## config.mk

```make
export PLATFORM = sky130hd
export DESIGN_NAME = pts_free_fifo
export DESIGN_NICKNAME = d
export VERILOG_FILES = /design/src/rtl/core/pts_pkg.sv /design/src/rtl/core/pts_free_fifo.sv
export SDC_FILE = /design/constraint.sdc
export NUM_CORES = 1
export LEC_CHECK = 0
export ABC_AREA = 1
export BUFFER_PORTS_ARGS = -buffer_cell sky130_fd_sc_hd__buf_4
export CAP_MARGIN = 0
export CORE_MARGIN = 4
export CORE_UTILIZATION = 38
export DETAILED_ROUTE_END_ITERATION = 7
export PLACE_DENSITY = 0.57
export SYNTH_ARGS = -nofsm -noshare
export SYNTH_HDL_FRONTEND = slang
export SYNTH_SLANG_ARGS = --single-unit
```

## constraint.sdc

```tcl
create_clock -name clk -period 2.2 [get_ports clk]
set_input_delay 0.22 -clock clk [delete_from_list [all_inputs] [get_ports clk]]
set_output_delay 0.22 -clock clk [all_outputs]
set_load 0.01 [all_outputs]
```

## src/rtl/core/pts_pkg.sv

```systemverilog
package pts_pkg;

	// Field widths of the stream payloads.
	localparam int ModeW    = 2;
	localparam int NowW     = 64;
	localparam int PeriodW  = 32;
	localparam int SlotW    = 4;
	localparam int KindW    = 3;
	localparam int InDataW  = 104;
	localparam int OutDataW = 8;

	// Request codes carried in the input tuser.
	localparam logic [ModeW-1:0] MODE_TICK   = 2'd0;
	localparam logic [ModeW-1:0] MODE_CREATE = 2'd1;
	localparam logic [ModeW-1:0] MODE_DELETE = 2'd2;

	// Result codes carried in the output tuser.
	localparam logic [KindW-1:0] KIND_CREATED  = 3'd0;
	localparam logic [KindW-1:0] KIND_DELETED  = 3'd1;
	localparam logic [KindW-1:0] KIND_FIRED    = 3'd2;
	localparam logic [KindW-1:0] KIND_DONE     = 3'd3;
	localparam logic [KindW-1:0] KIND_REJECTED = 3'd4;

	typedef enum logic [1:0] {
		ST_IDLE,
		ST_EXEC,
		ST_SCAN,
		ST_DONE
	} state_t;

	// Command from the sequencer to one slot cell.
	typedef struct packed {
		logic step;
		logic create;
		logic del;
	} cell_cmd_t;

	// Status from one slot cell back to the sequencer.
	typedef struct packed {
		logic allocated;
		logic del_pending;
		logic fire;
		logic release_id;
		logic tok;
	} cell_stat_t;

endpackage

```

## src/rtl/core/pts_free_fifo.sv

```systemverilog
module pts_free_fifo import pts_pkg::*; #(
	parameter int NUM_TIMERS = 16
) (
	input  logic                              clk,
	input  logic                              arst_n,
	input  logic                              push,
	input  logic [$clog2(NUM_TIMERS)-1:0]     push_id,
	input  logic                              pop,
	output logic [$clog2(NUM_TIMERS)-1:0]     rd_id,
	output logic [$clog2(NUM_TIMERS+1)-1:0]   count
);

	localparam int IdW = $clog2(NUM_TIMERS);
	localparam int CntW = $clog2(NUM_TIMERS + 1);
	localparam logic [IdW-1:0] LastIdx = IdW'(NUM_TIMERS - 1);

	logic [IdW-1:0]  mem_q [NUM_TIMERS];
	logic [IdW-1:0]  head_q;
	logic [IdW-1:0]  tail_q;
	logic [CntW-1:0] count_q;
	logic [IdW-1:0]  rd_q;
	logic            push_ok;

	assign push_ok = push && (count_q < CntW'(NUM_TIMERS));

	always_ff @(posedge clk or negedge arst_n) begin
		if (!arst_n) begin
			head_q  <= '0;
			tail_q  <= '0;
			count_q <= '0;
		end else begin
			if (push_ok) begin
				tail_q <= (tail_q == LastIdx) ? '0 : tail_q + 1'b1;
			end
			if (pop) begin
				head_q <= (head_q == LastIdx) ? '0 : head_q + 1'b1;
			end
			if (push_ok && !pop) begin
				count_q <= count_q + 1'b1;
			end else if (pop && !push_ok) begin
				count_q <= count_q - 1'b1;
			end
		end
	end

	always_ff @(posedge clk) begin
		if (push_ok) begin
			mem_q[tail_q] <= push_id;
		end
		rd_q <= mem_q[head_q];
	end

	assign rd_id = rd_q;
	assign count = count_q;

	a_count_bound: assert property (@(posedge clk) disable iff (!arst_n)
		count_q <= CntW'(NUM_TIMERS))
		else $error("free id queue holds more ids than there are slots");

	a_pop_nonempty: assert property (@(posedge clk) disable iff (!arst_n)
		pop |-> (count_q != '0))
		else $error("free id queue popped while empty");

endmodule

```

==> Yosys cells after proc, flatten, opt, wreduce, memory -nomap -nowiden <==
Memories as Yosys holds them, arrays and structs flattened. A register that Yosys moved wholly into a read port is not among the register bits.
Cells that the tools add are included.
{ "word_totals": {"register_bits": 13, "latch_bits": 0, "ram_bits": 64, "romBits": 0, "inputBits": 8, "wordCells": 23, "mem_count": 1} }
{ "memory_table": {"columns": ["memory", "words", "width", "rd", "rd_ports_with_merged_regs", "write_ports", "line", "text"], "rows": [
  ["mem_q", 16, 4, 1, 1, 1, "pts_free_fifo.sv:17", "logic [IdW-1:0] mem_q [NUM_TIMERS];"]
]} }
{ "classes": {"n_addsub": 4, "n_mul": 0, "n_div": 0, "order_cmp": 1, "n_eq_ne": 2, "shifts": 0, "muxes": 6, "n_bitwise": 0, "reduce_logical": 6} }
{ "ops": {"columns": ["op", "n"], "rows": [
  ["$mux 5", 2],
  ["$add 4x1->4 const B", 2],
  ["$eq 4x4->1 const B", 2],
  ["$mux 4", 2],
  ["$add 5x1->5 const B", 1],
  ["$lt 5x5->1 const B", 1],
  ["$sub 5x1->5 const B", 1],
  ["$logic_and 1x1->1", 3],
  ["$logic_not 1->1", 2],
  ["$mux 1", 2],
  ["$reduce_bool 2->1", 1]
]} }

==> Logic depth before layout (Yosys ltp) <==
Gate-level depths: netlist of run 1.
{ "logic_depth": {"depth_word": 6, "depth_mapped": 12, "depth_no_buf": 11} }

==> Worst setup path before layout of run 1 <==
Ideal clock, no wire load.
{ "synth_path": {"path_type": "register to register", "startpoint": "reg count_q[4] (netlist: count[4])", "endpoint": "reg count_q[4] (netlist: count[4])", "setup_ps": 116, "arrival_time_ps": 1785, "t_required_ps": 2084, "slack_ps": 298, "stages_incl_launch_ff": 12, "n_path_buf": 1, "synth_period_minus_slack_ps": 1902, "path_cell_list": "dfrtp_1 nor2_1 buf_2 ha_1 inv_1 ha_1 a21oi_1 nand2_1 nand2_1 nand2_1 nand2_1 nand2_1"} }
{ "synth_between": {"elab_chain_len": 5, "word_cells_on_any_way": 10} }
{ "synth_rtl": {"columns": ["element", "line", "text"], "rows": [
  ["start: declaration", "pts_free_fifo.sv:20", "logic [CntW-1:0] count_q;"],
  ["start signal: assignment", "pts_free_fifo.sv:39", "count_q <= count_q + 1'b1;"],
  ["start signal: assignment", "pts_free_fifo.sv:41", "count_q <= count_q - 1'b1;"],
  ["$lt 5x5->1 *", "pts_free_fifo.sv:24", "assign push_ok = push && (count_q < CntW'(NUM_TIMERS));"],
  ["$logic_and 1x1->1 *", "pts_free_fifo.sv:24", null],
  ["named net push_ok", "pts_free_fifo.sv:22", "logic push_ok;"],
  ["$logic_not 1->1", "pts_free_fifo.sv:40", "end else if (pop && !push_ok) begin"],
  ["$logic_and 1x1->1", "pts_free_fifo.sv:40", null],
  ["$reduce_bool 2->1 (no source line)", null, null]
]} }
Mark *: on every way through the listed nets, which the timed path passes. The rest lies on a longest branch. The select of a mux whose other input is x is not followed.
A chain may end at the register's enable or synchronous reset.

==> Final worst setup path of run 1 <==
{ "layout_path": {"startpoint": "reg count_q[4] (netlist: count[4])", "endpoint": "reg count_q[4] (netlist: count[4])"} }
{ "layout_between": {"elab_chain_len": 5, "word_cells_on_any_way": 10} }
{ "layout_rtl": {"columns": ["element", "line"], "rows": [
  ["$lt 5x5->1", "pts_free_fifo.sv:24"],
  ["$logic_and 1x1->1", "pts_free_fifo.sv:24"],
  ["$logic_not 1->1", "pts_free_fifo.sv:40"],
  ["$logic_and 1x1->1", "pts_free_fifo.sv:40"],
  ["$reduce_bool 2->1 (no source line)", null]
]} }
Several ways; a longest one is shown, not always the timed one. The select of a mux whose other input is x is not followed.

==> results.py, run 1 <==
metrics = {
    "floorplan": {
        "die_w_um": 107.8,
        "die_h_um": 107.8,
        "rows": 36,
        "start_util": 0.3886,
        "ios": 17,
        "die_area_um2": 11610,
        "core_area_um2": 9729,
    },
    "global_route": {
        "grt-ovfl-total": 0,
        "use_met2": 0.2234,
        "antenna_found_initial": 0,
        "grt_usage": 0.1362,
        "grt_pass1_vias": 2358,
        "grtUsageMet1": 0.1791,
        "grt_max_degree": 36,
        "met3_usage": 0.02220,
        "grt_pass1_wl_um": 11880,
        "top_usage_layer": "met2",
    },
    "route": {
        "drt_iter0_drc": 125,
        "wl_per_cell_um": 13.11,
        "routed_wl_um": 7221,
        "drt_pre_antenna_iters": 5,
        "post_drt_via_cell_ratio": 4.475,
        "via_count": 2466,
        "postRouteAntennaNets": 0,
        "drc_errors": 0,
    },
    "layout": {
        "final_layout_size_suffix_gt1_frac": 0.08852,
        "layoutNonFillerInstCount": 551,
        "n_antenna_cell": 0,
        "fillCellCount": 976,
        "nNetsFinal": 432,
        "areaGrowthSynthToFinish_pct": 11.28,
    },
    "critical_path": {
        "cp-end-kind": "register",
        "regToRegSetupSlack_ps": 340,
        "arrival_ps": 2110,
        "critPathRequiredTime_ps": 2440,
        "crit_type": "reg2reg",
        "start_kind": "register",
        "cp_max_fo": 4,
    },
    "timing": {
        "finalCritPeriodShare": 0.8474,
        "fmaxAchievable_mhz": 536.4,
        "rsz0062_at_grt": "false",
        "whs_ps": 120.5,
        "worst_pin_slew_ps": 459.7,
        "min_period_ps": 1864,
        "hold_viol_final": 0,
        "final-setup-viol-count": 0,
        "finalClockSkew_ps": 10.06,
        "setup-tns-final_ps": 0,
        "slew_headroom": 0.6935,
        "drv_slew": 0,
    },
    "synthesis": {
        "synth_cell_types": 20,
        "synth_cells": 394,
        "synth.area.top_cells": "edfxtp_1, nand2_1, dfrtp_1",
        "yosys.area.top_type": "edfxtp_1",
        "yosysWarnings": 0,
        "avgSynthCellArea_um2": 9.597,
        "synth_area_um2": 3781,
        "yosysSeqAreaShare": 0.6155,
        "synth_top_area_frac": 0.5083,
        "synth_seq_cells": 81,
        "syn_nets": 413,
    },
    "clock_network": {
        "cts_buffers": 9,
        "path_clk_slew_ps": 80,
        "cts_sinks": 81,
        "cts_buffer_depth": 2,
        "cts_tree": "done",
        "clock-root-buffer": "clkbuf_8",
        "post-cts-setup-buffers": 0,
        "cts_resized": 0,
        "clock_latency_ps": 340,
        "cts_max_level": 3,
    },
    "min_path": {
        "hold_class": "in2reg",
    },
    "placed_design": {
        "dpl.cell_count": 534,
        "port_buffers": 16,
        "routabilityCongestion": 0.8073,
        "dp_hpwl_um": 4841,
    },
    "pwr": {
        "max-vdd-ir-drop_mv": 0.5208,
        "p_leak_nw": 1.921,
        "power_density_nw_per_um2": 1130,
    },
    "job": {
        "max-cap-violations": 0,
    },
    "run_status": {
        "status": "finished clean",
    },
}
## critical path: stages, from the launching register on
cell	delay (ps)
dfrtp_1	420
nor2_1	160
ha_1	250
inv_1	120
ha_1	330
a21oi_1	220
nand2_1	70
nand2_1	70
nand2_1	50
nand2_1	50
nand2_1	40
## cell families (layout without fill, tap and decap cells)
| group | count (synthesis) | count (layout) | synth area share |
|---|---|---|---|
| AND/OR/NAND/NOR | 195 | 195 | 0.2141 |
| buffers and inverters | 91 | 115 | 0.1059 |
| flip-flops | 81 | 81 | 0.6155 |
| adder cells (fa/ha/maj) | 11 | 11 | 0.03839 |
| AO/OA/AOI/OAI | 11 | 11 | 0.01456 |
| XOR/XNOR | 5 | 5 | 0.01158 |
## per-stage QoR
stage,power [mW],setup WS (ps),utilization,cell area (µm²)
after floorplan,3.279,298.3,-,3781
after global placement,3.688,408.5,0.4102,3991
after detailed placement,3.703,334.1,0.4102,3991
after CTS,4.807,315.1,0.4325,4208
after global routing,5.133,165.6,0.4325,4208
final,4.757,335.7,0.4325,4208
## state kept, by name (all words and copies together) (netlist names)
register / count
mem_q: 64
count: 5
head_q: 4
rd_id: 4
tail_q: 4
## cells in the mapped netlist (all sizes together)
library cell  number
a21oi              3
buf               12
dfrtp             13
dfxtp              4
edfxtp            64
fa                 1
ha                10
inv               79
nand2            123
nand3             49
nand3b             1
nor2              21
nor3               1
o21ai              8
xnor2              2
xor2               3
## placed cells by master (no fill, tap or decap)
master         synthesis  routed
inv_1                 77      77
nand2_1              123     123
nor2_1                21      21
clkbuf_8               0      11
dfrtp_1               13      13
fa_1                   1       1
clkbuf_1               0       1
nor3_4                 1       1
dlygate4sd3_1          0       1
nand3_1               49      49
clkinv_4               0       1
inv_4                  2       2
edfxtp_1              64      64
bufinv_16              0       1
a21oi_1                3       3
clkinvlp_4             0       1
xnor2_1                2       2
buf_4                  3      19
ha_1                  10      10
nand3b_1               1       1
xor2_1                 3       3
clkinv_2               0       1
o21ai_1                1       1
o21ai_0                7       7
dfxtp_1                4       4
## path summary, 6_finish.rpt
path | start | to | cells after the start
worst min register to register | count[0]$_DFFE_PN0P_ | count[0]$_DFFE_PN0P_ | 1
worst max-delay path | count[4]$_DFFE_PN0P_ | count[4]$_DFFE_PN0P_ | 10
worst max register to register | count[4]$_DFFE_PN0P_ | count[4]$_DFFE_PN0P_ | 10
min in group asynchronous | arst_n | count[3]$_DFFE_PN0P_ | 2
worst min-delay path | pop | head_q[0]$_DFFE_PN0P_ | 2
max in group asynchronous | arst_n | tail_q[1]$_DFFE_PN0N_ | 2
## metal layers
| layer | vias to the layer above | share of wire |
|---|---|---|
| li1 | 1271 | - |
| met1 | 1143 | 0.47 |
| met2 | 42 | 0.48 |
| met3 | 10 | 0.036 |
| met4 | 0 | 0.014 |
| met5 | - | 0 |
## final cells by class
cell class              count  area (µm²)  share of cell area
clock inverters             4       51.30             0.01219
clock buffers              12       155.1             0.03687
flip-flops and latches     81        2327              0.5531
multi-input cells         222        1054              0.2504
repair buffers             20       152.6             0.03628
inverters                  79       301.5             0.07166
well taps                 133       166.4             0.03955
## where the power goes
part           internal, mW  switching [mW]  leakage (nW)
logic                 0.584           0.969          1.05
registers              1.89           0.206         0.767
clock network         0.587           0.516         0.103
## timing repair
action                                 in CTS  in global routing
endpoints found under the hold margin      13                  0
hold buffers                                1                  0
setup endpoints to repair                   0                  0
(Power assumes the default switching activity.)
==> inputs of run 2 (changes only) <==
Settings changed: PLACE_DENSITY 0.57 to 0.59.
Clock period 2.2 ns to 1.57 ns, I/O delays scaled along.
==> results.py, run 2 (synthesis results as in run 1) <==
metrics = {
    "run_status": {
        "status": "finished clean",
    },
    "timing": {
        "fmaxAchievable_mhz": 647.6,
        "rsz0062_at_grt": "true",
        "slew_headroom": 0.7657,
        "drv_slew": 0,
        "min_period_ps": 1544,
        "worst_pin_slew_ps": 351.5,
        "finalClockSkew_ps": 9.757,
        "hold_viol_final": 0,
        "finalCritPeriodShare": 0.9835,
        "final-setup-viol-count": 0,
    },
    "critical_path": {
        "critPathRequiredTime_ps": 1820,
        "cp_slowest_cell": "dfrtp_1",
        "worstReg2RegStart": "count[4]$_DFFE_PN0P_",
        "cp-end-kind": "register",
        "cp_cell_sequence": "nor2_4 > ha_4 > inv_8 > ha_4 > a21oi_4 > nand2_1 > nand2_1 > nand2_1 > nand2_1 > nand2_1",
        "rr_worst_depth": 10,
        "start_kind": "register",
        "cp.depth": 10,
        "crit_type": "reg2reg",
        "r2r_end": "count[4]$_DFFE_PN0P_",
        "cp_max_fo": 4,
        "arrival_ps": 1790,
        "crit_path_max_incr_delay_ps": 420,
        "critical_path.most_common_cell": "nand2_1",
        "endpoint": "count[4]$_DFFE_PN0P_",
        "crit_start": "count[4]$_DFFE_PN0P_",
        "cp_top_family": "adder cells",
        "regToRegSetupSlack_ps": 30,
        "cp_num_buf_inv": 1,
    },
    "pwr": {
        "power_density_nw_per_um2": 1653,
        "power.clock.fraction": 0.247,
        "switching_power_mw": 2.590,
        "p_comb_frac": 0.358,
        "max-vdd-ir-drop_mv": 0.9528,
        "seq_power_share": 0.395,
        "p_leak_nw": 2.028,
        "fin_total_pwr_mw": 7.407,
        "p_int_mw": 4.817,
        "swShare": 0.3496,
    },
    "route": {
        "drc_errors": 0,
        "post_drt_via_cell_ratio": 4.473,
        "drt_pre_antenna_iters": 5,
        "via_count": 2527,
        "postRouteAntennaNets": 0,
        "drt_iter0_drc": 98,
        "wl_per_cell_um": 13.48,
        "routed_wl_um": 7618,
    },
    "global_route": {
        "grt_usage": 0.1448,
        "grt_pass1_wl_um": 12690,
        "antenna_found_initial": 0,
        "grt-ovfl-total": 0,
        "grt_pass1_vias": 2478,
        "grt_max_degree": 36,
    },
    "floorplan": {
        "rows": 36,
        "core_area_um2": 9729,
        "die_area_um2": 11610,
        "ios": 17,
        "start_util": 0.3886,
        "die_w_um": 107.8,
        "die_h_um": 107.8,
    },
    "clock_network": {
        "cts_sinks": 81,
        "clock_latency_ps": 340,
        "cts_buffers": 9,
        "cts_tree": "done",
        "clock-root-buffer": "clkbuf_8",
        "cts_max_level": 3,
        "path_clk_slew_ps": 80,
        "cts_buffer_depth": 2,
    },
    "layout": {
        "final_layout_size_suffix_gt1_frac": 0.1597,
        "final_cell_mix": "nand2_1, inv_1, edfxtp_1",
        "largest_register_ffs": 64,
        "largest_register": "mem_q",
        "final_common_cell": "nand2_1",
        "n_antenna_cell": 0,
        "postLayoutCoreUtil": 0.4606,
        "nNetsFinal": 446,
        "fillCellCount": 963,
        "areaGrowthSynthToFinish_pct": 18.53,
    },
    "placed_design": {
        "port_buffers": 16,
        "dp_hpwl_um": 5197,
        "routabilityCongestion": 0.7945,
    },
    "job": {
        "max-cap-violations": 0,
    },
    "min_path": {
        "hold_class": "in2reg",
    },
}
## run 2: worst min-delay path by stage
stage | start | end | depth (start not counted)
3_5_place_dp | arst_n | count[3]$_DFFE_PN0P_ | 1
5_1_grt | pop | head_q[0]$_DFFE_PN0P_ | 2
2_1_floorplan | arst_n | count[0]$_DFFE_PN0P_ | 0
3_3_place_gp | arst_n | count[3]$_DFFE_PN0P_ | 1
6_report | pop | head_q[0]$_DFFE_PN0P_ | 2
4_1_cts | pop | head_q[0]$_DFFE_PN0P_ | 2
## run 2: area by class of cell
type | instances | area [µm²] | area share
inverters | 79 | 309.0 | 0.06896
repair buffers | 34 | 257.7 | 0.05751
clock buffers | 9 | 123.9 | 0.02764
multi-input cells | 222 | 1180 | 0.2633
clock inverters | 7 | 117.6 | 0.02624
flip-flops and latches | 81 | 2327 | 0.5193
well taps | 133 | 166.4 | 0.03713
## run 2: per-stage QoR
stage / TNS, ps / cell area [µm²] / worst slack [ps] / hold WS (ps) / cells
3_5_place_dp: -116.4 / 4151 / -45.03 / 21.40 / 547
2_1_floorplan: -158.4 / 3846 / -84.10 / -138.6 / 394
5_1_grt: -193.5 / 4482 / -67.73 / 45.80 / 565
4_1_cts: 0 / 4405 / 12.22 / 37.82 / 564
3_3_place_gp: -22.48 / 4151 / -22.48 / 21.68 / 547
6_report: 0 / 4482 / 25.84 / 61.94 / 565
## run 2: metal layers
| metal | global-route usage | share of wire | wire length [µm] |
|---|---|---|---|
| met1 | 0.1923 | 0.47 | 3588 |
| met2 | 0.2313 | 0.47 | 3589 |
| met3 | 0.03119 | 0.043 | 331 |
| met4 | 0.05681 | 0.014 | 109 |
| met5 | 0 | 0 | 0 |
## run 2: power by group through the flow
stage,clock network [mW],registers [mW],logic (mW)
6_report,1.83,2.93,2.65
5_1_grt,1.98,2.98,3.02
4_1_cts,1.87,2.92,2.48
3_5_place_dp,0,2.97,2.47
3_3_place_gp,0,2.96,2.44
2_1_floorplan,0,2.93,1.79
## run 2: what timing repair did
action / 4_1_cts / 5_1_grt
gates resized for setup: 1 / 14
endpoints found under the setup margin: 30 / 18
endpoints found under the hold margin: 13 / 0
pin swaps: 0 / 13
gates cloned: 0 / 0
hold buffers: 1 / 0
setup buffers: 0 / 1
## run 2: worst register-to-register path: cells and delay by family (launching register included)
kind                     cells  cell delay [ps]
AO/OA/AOI/OAI                1              130
adder cells (fa/ha/maj)      2              450
buffers and inverters        1               60
AND/OR/NAND/NOR              6              390
flip-flops                   1              420
==> inputs of run 3 (changes only) <==
Settings changed: PLACE_DENSITY 0.59 to 0.55.
==> results.py, run 3 (synthesis results as in run 1) <==
metrics = {
    "timing": {
        "min_period_ps": 1503,
        "fmaxAchievable_mhz": 665.4,
        "finalClockSkew_ps": 7.403,
        "worst_pin_slew_ps": 359.1,
        "finalCritPeriodShare": 0.9572,
        "final-setup-viol-count": 0,
        "slew_headroom": 0.7606,
        "drv_slew": 0,
        "whs_ps": 88.07,
        "setup_ws_ps": 67.24,
        "hold_viol_final": 0,
    },
    "placed_design": {
        "routabilityCongestion": 0.7947,
        "port_buffers": 16,
        "placed_area_um2": 4167,
        "pre_cts_slack_ps": -44.06,
        "dp_hpwl_um": 5111,
    },
    "floorplan": {
        "die_h_um": 107.8,
        "ios": 17,
        "die_w_um": 107.8,
        "start_util": 0.3886,
        "die_area_um2": 11610,
        "core_area_um2": 9729,
        "rows": 36,
    },
    "global_route": {
        "grt_max_degree": 36,
        "grt_pass1_vias": 2380,
        "antenna_found_initial": 0,
        "grt_usage": 0.1401,
        "grt_pass1_wl_um": 12320,
        "grt-ovfl-total": 0,
    },
    "critical_path": {
        "crit_path_max_incr_delay_ps": 410,
        "cp_slowest_cell": "dfrtp_1",
        "crit_type": "reg2reg",
        "cp_max_fo": 4,
        "critical_path.most_common_cell": "nand2_1",
        "arrival_ps": 1740,
        "regToRegSetupSlack_ps": 70,
        "rr_worst_depth": 9,
        "critPathRequiredTime_ps": 1810,
        "cp-end-kind": "register",
        "cp_cell_sequence": "nor2_4 > ha_4 > inv_4 > ha_4 > nand3b_1 > nand3_1 > nand2_1 > nand2_1 > nand2_1",
        "start_kind": "register",
    },
    "route": {
        "via_count": 2491,
        "postRouteAntennaNets": 0,
        "post_drt_via_cell_ratio": 4.386,
        "drt_pre_antenna_iters": 5,
        "wl_per_cell_um": 13.11,
        "routed_wl_um": 7445,
        "drt_iter0_drc": 82,
        "drc_errors": 0,
    },
    "run_status": {
        "status": "finished clean",
    },
    "layout": {
        "seq_area_um2": 2327,
        "nNetsFinal": 449,
        "areaGrowthSynthToFinish_pct": 17.94,
        "largest_register": "mem_q",
        "fillCellCount": 958,
        "largest_register_ffs": 64,
        "multi_input_area_um2": 1129,
        "final_layout_size_suffix_gt1_frac": 0.1471,
        "final_cell_mix": "nand2_1, inv_1, edfxtp_1",
        "n_antenna_cell": 0,
        "final_common_cell": "nand2_1",
        "final_area_um2": 4459,
    },
    "clock_network": {
        "clock-root-buffer": "clkbuf_8",
        "cts_tree": "done",
        "cts_sinks": 81,
        "path_clk_slew_ps": 80,
        "cts_max_level": 3,
        "cts_buffers": 9,
        "cts_buffer_depth": 2,
        "clock_latency_ps": 340,
    },
    "min_path": {
        "hold_path_depth": 2,
        "hold_class": "in2reg",
    },
    "pwr": {
        "power.clock.fraction": 0.255,
        "p_comb_frac": 0.347,
        "max-vdd-ir-drop_mv": 0.7270,
        "p_int_mw": 4.810,
        "switching_power_mw": 2.493,
        "p_leak_nw": 2.035,
        "seq_power_share": 0.399,
        "power_density_nw_per_um2": 1638,
        "swShare": 0.3413,
    },
    "job": {
        "max-cap-violations": 0,
    },
}
==> run 3: final cells by class <==
cell class / count / share of cell area
clock inverter: 6 / 0.02581
tap: 133 / 0.03732
clock buffer: 10 / 0.03086
multi-input combinational: 222 / 0.2531
timing repair buffer: 37 / 0.06285
sequential: 81 / 0.5219
inverter: 79 / 0.06818
==> run 3: path summary, 6_finish.rpt <==
check,start,to
worst max-delay path,count[4]$_DFFE_PN0P_,count[4]$_DFFE_PN0P_
worst min-delay path,pop,head_q[0]$_DFFE_PN0P_
worst max register to register,count[4]$_DFFE_PN0P_,count[4]$_DFFE_PN0P_
worst min register to register,count[1]$_DFFE_PN0P_,count[1]$_DFFE_PN0P_
max in group asynchronous,arst_n,head_q[2]$_DFFE_PN0P_
min in group asynchronous,arst_n,count[3]$_DFFE_PN0P_
==> run 3: power groups by stage <==
stage	clock (mW)	sequential [mW]	combinational (mW)
global placement	0	2.95	2.49
detailed placement	0	2.95	2.49
finish	1.86	2.91	2.53
global route	2.02	2.96	2.90
floorplan	0	2.93	1.79
CTS	1.90	2.91	2.50
==> run 3: routing by layer <==
metal / vias up / global-route usage / part of all wire
met2: 38 / 0.2171 / 0.46
met4: 0 / 0.05410 / 0.015
met1: 1135 / 0.1949 / 0.49
met5: - / 0 / 0
met3: 10 / 0.02639 / 0.032
li1: 1308 / - / -
==> run 3: worst max-delay path: cells and delay by family (launching register included) <==
family / cells / cell delay [ps]
AND/OR/NAND/NOR: 6 / 470
adder cells (fa/ha/maj): 2 / 460
flip-flops: 1 / 410
buffers and inverters: 1 / 60
==> run 3: repair_timing <==
item | CTS | global route
hold endpoints to repair | 13 | 0
hold buffers | 1 | 0
resized for setup | 1 | 2
pin swaps | 0 | 1
endpoints found under the setup margin | 14 | 14
buffers inserted | 0 | 2
==> run 3: metrics by stage <==
| stage | setup TNS (ps) | util | cells | power [mW] |
|---|---|---|---|---|
| detailed placement | -92.60 | 0.4282 | 549 | 5.438 |
| global placement | -22.54 | 0.4282 | 549 | 5.438 |
| floorplan | -158.4 | - | 394 | 4.721 |
| global route | -20.03 | 0.4583 | 568 | 7.875 |
| finish | 0 | 0.4583 | 568 | 7.302 |
| CTS | 0 | 0.4555 | 566 | 7.310 |
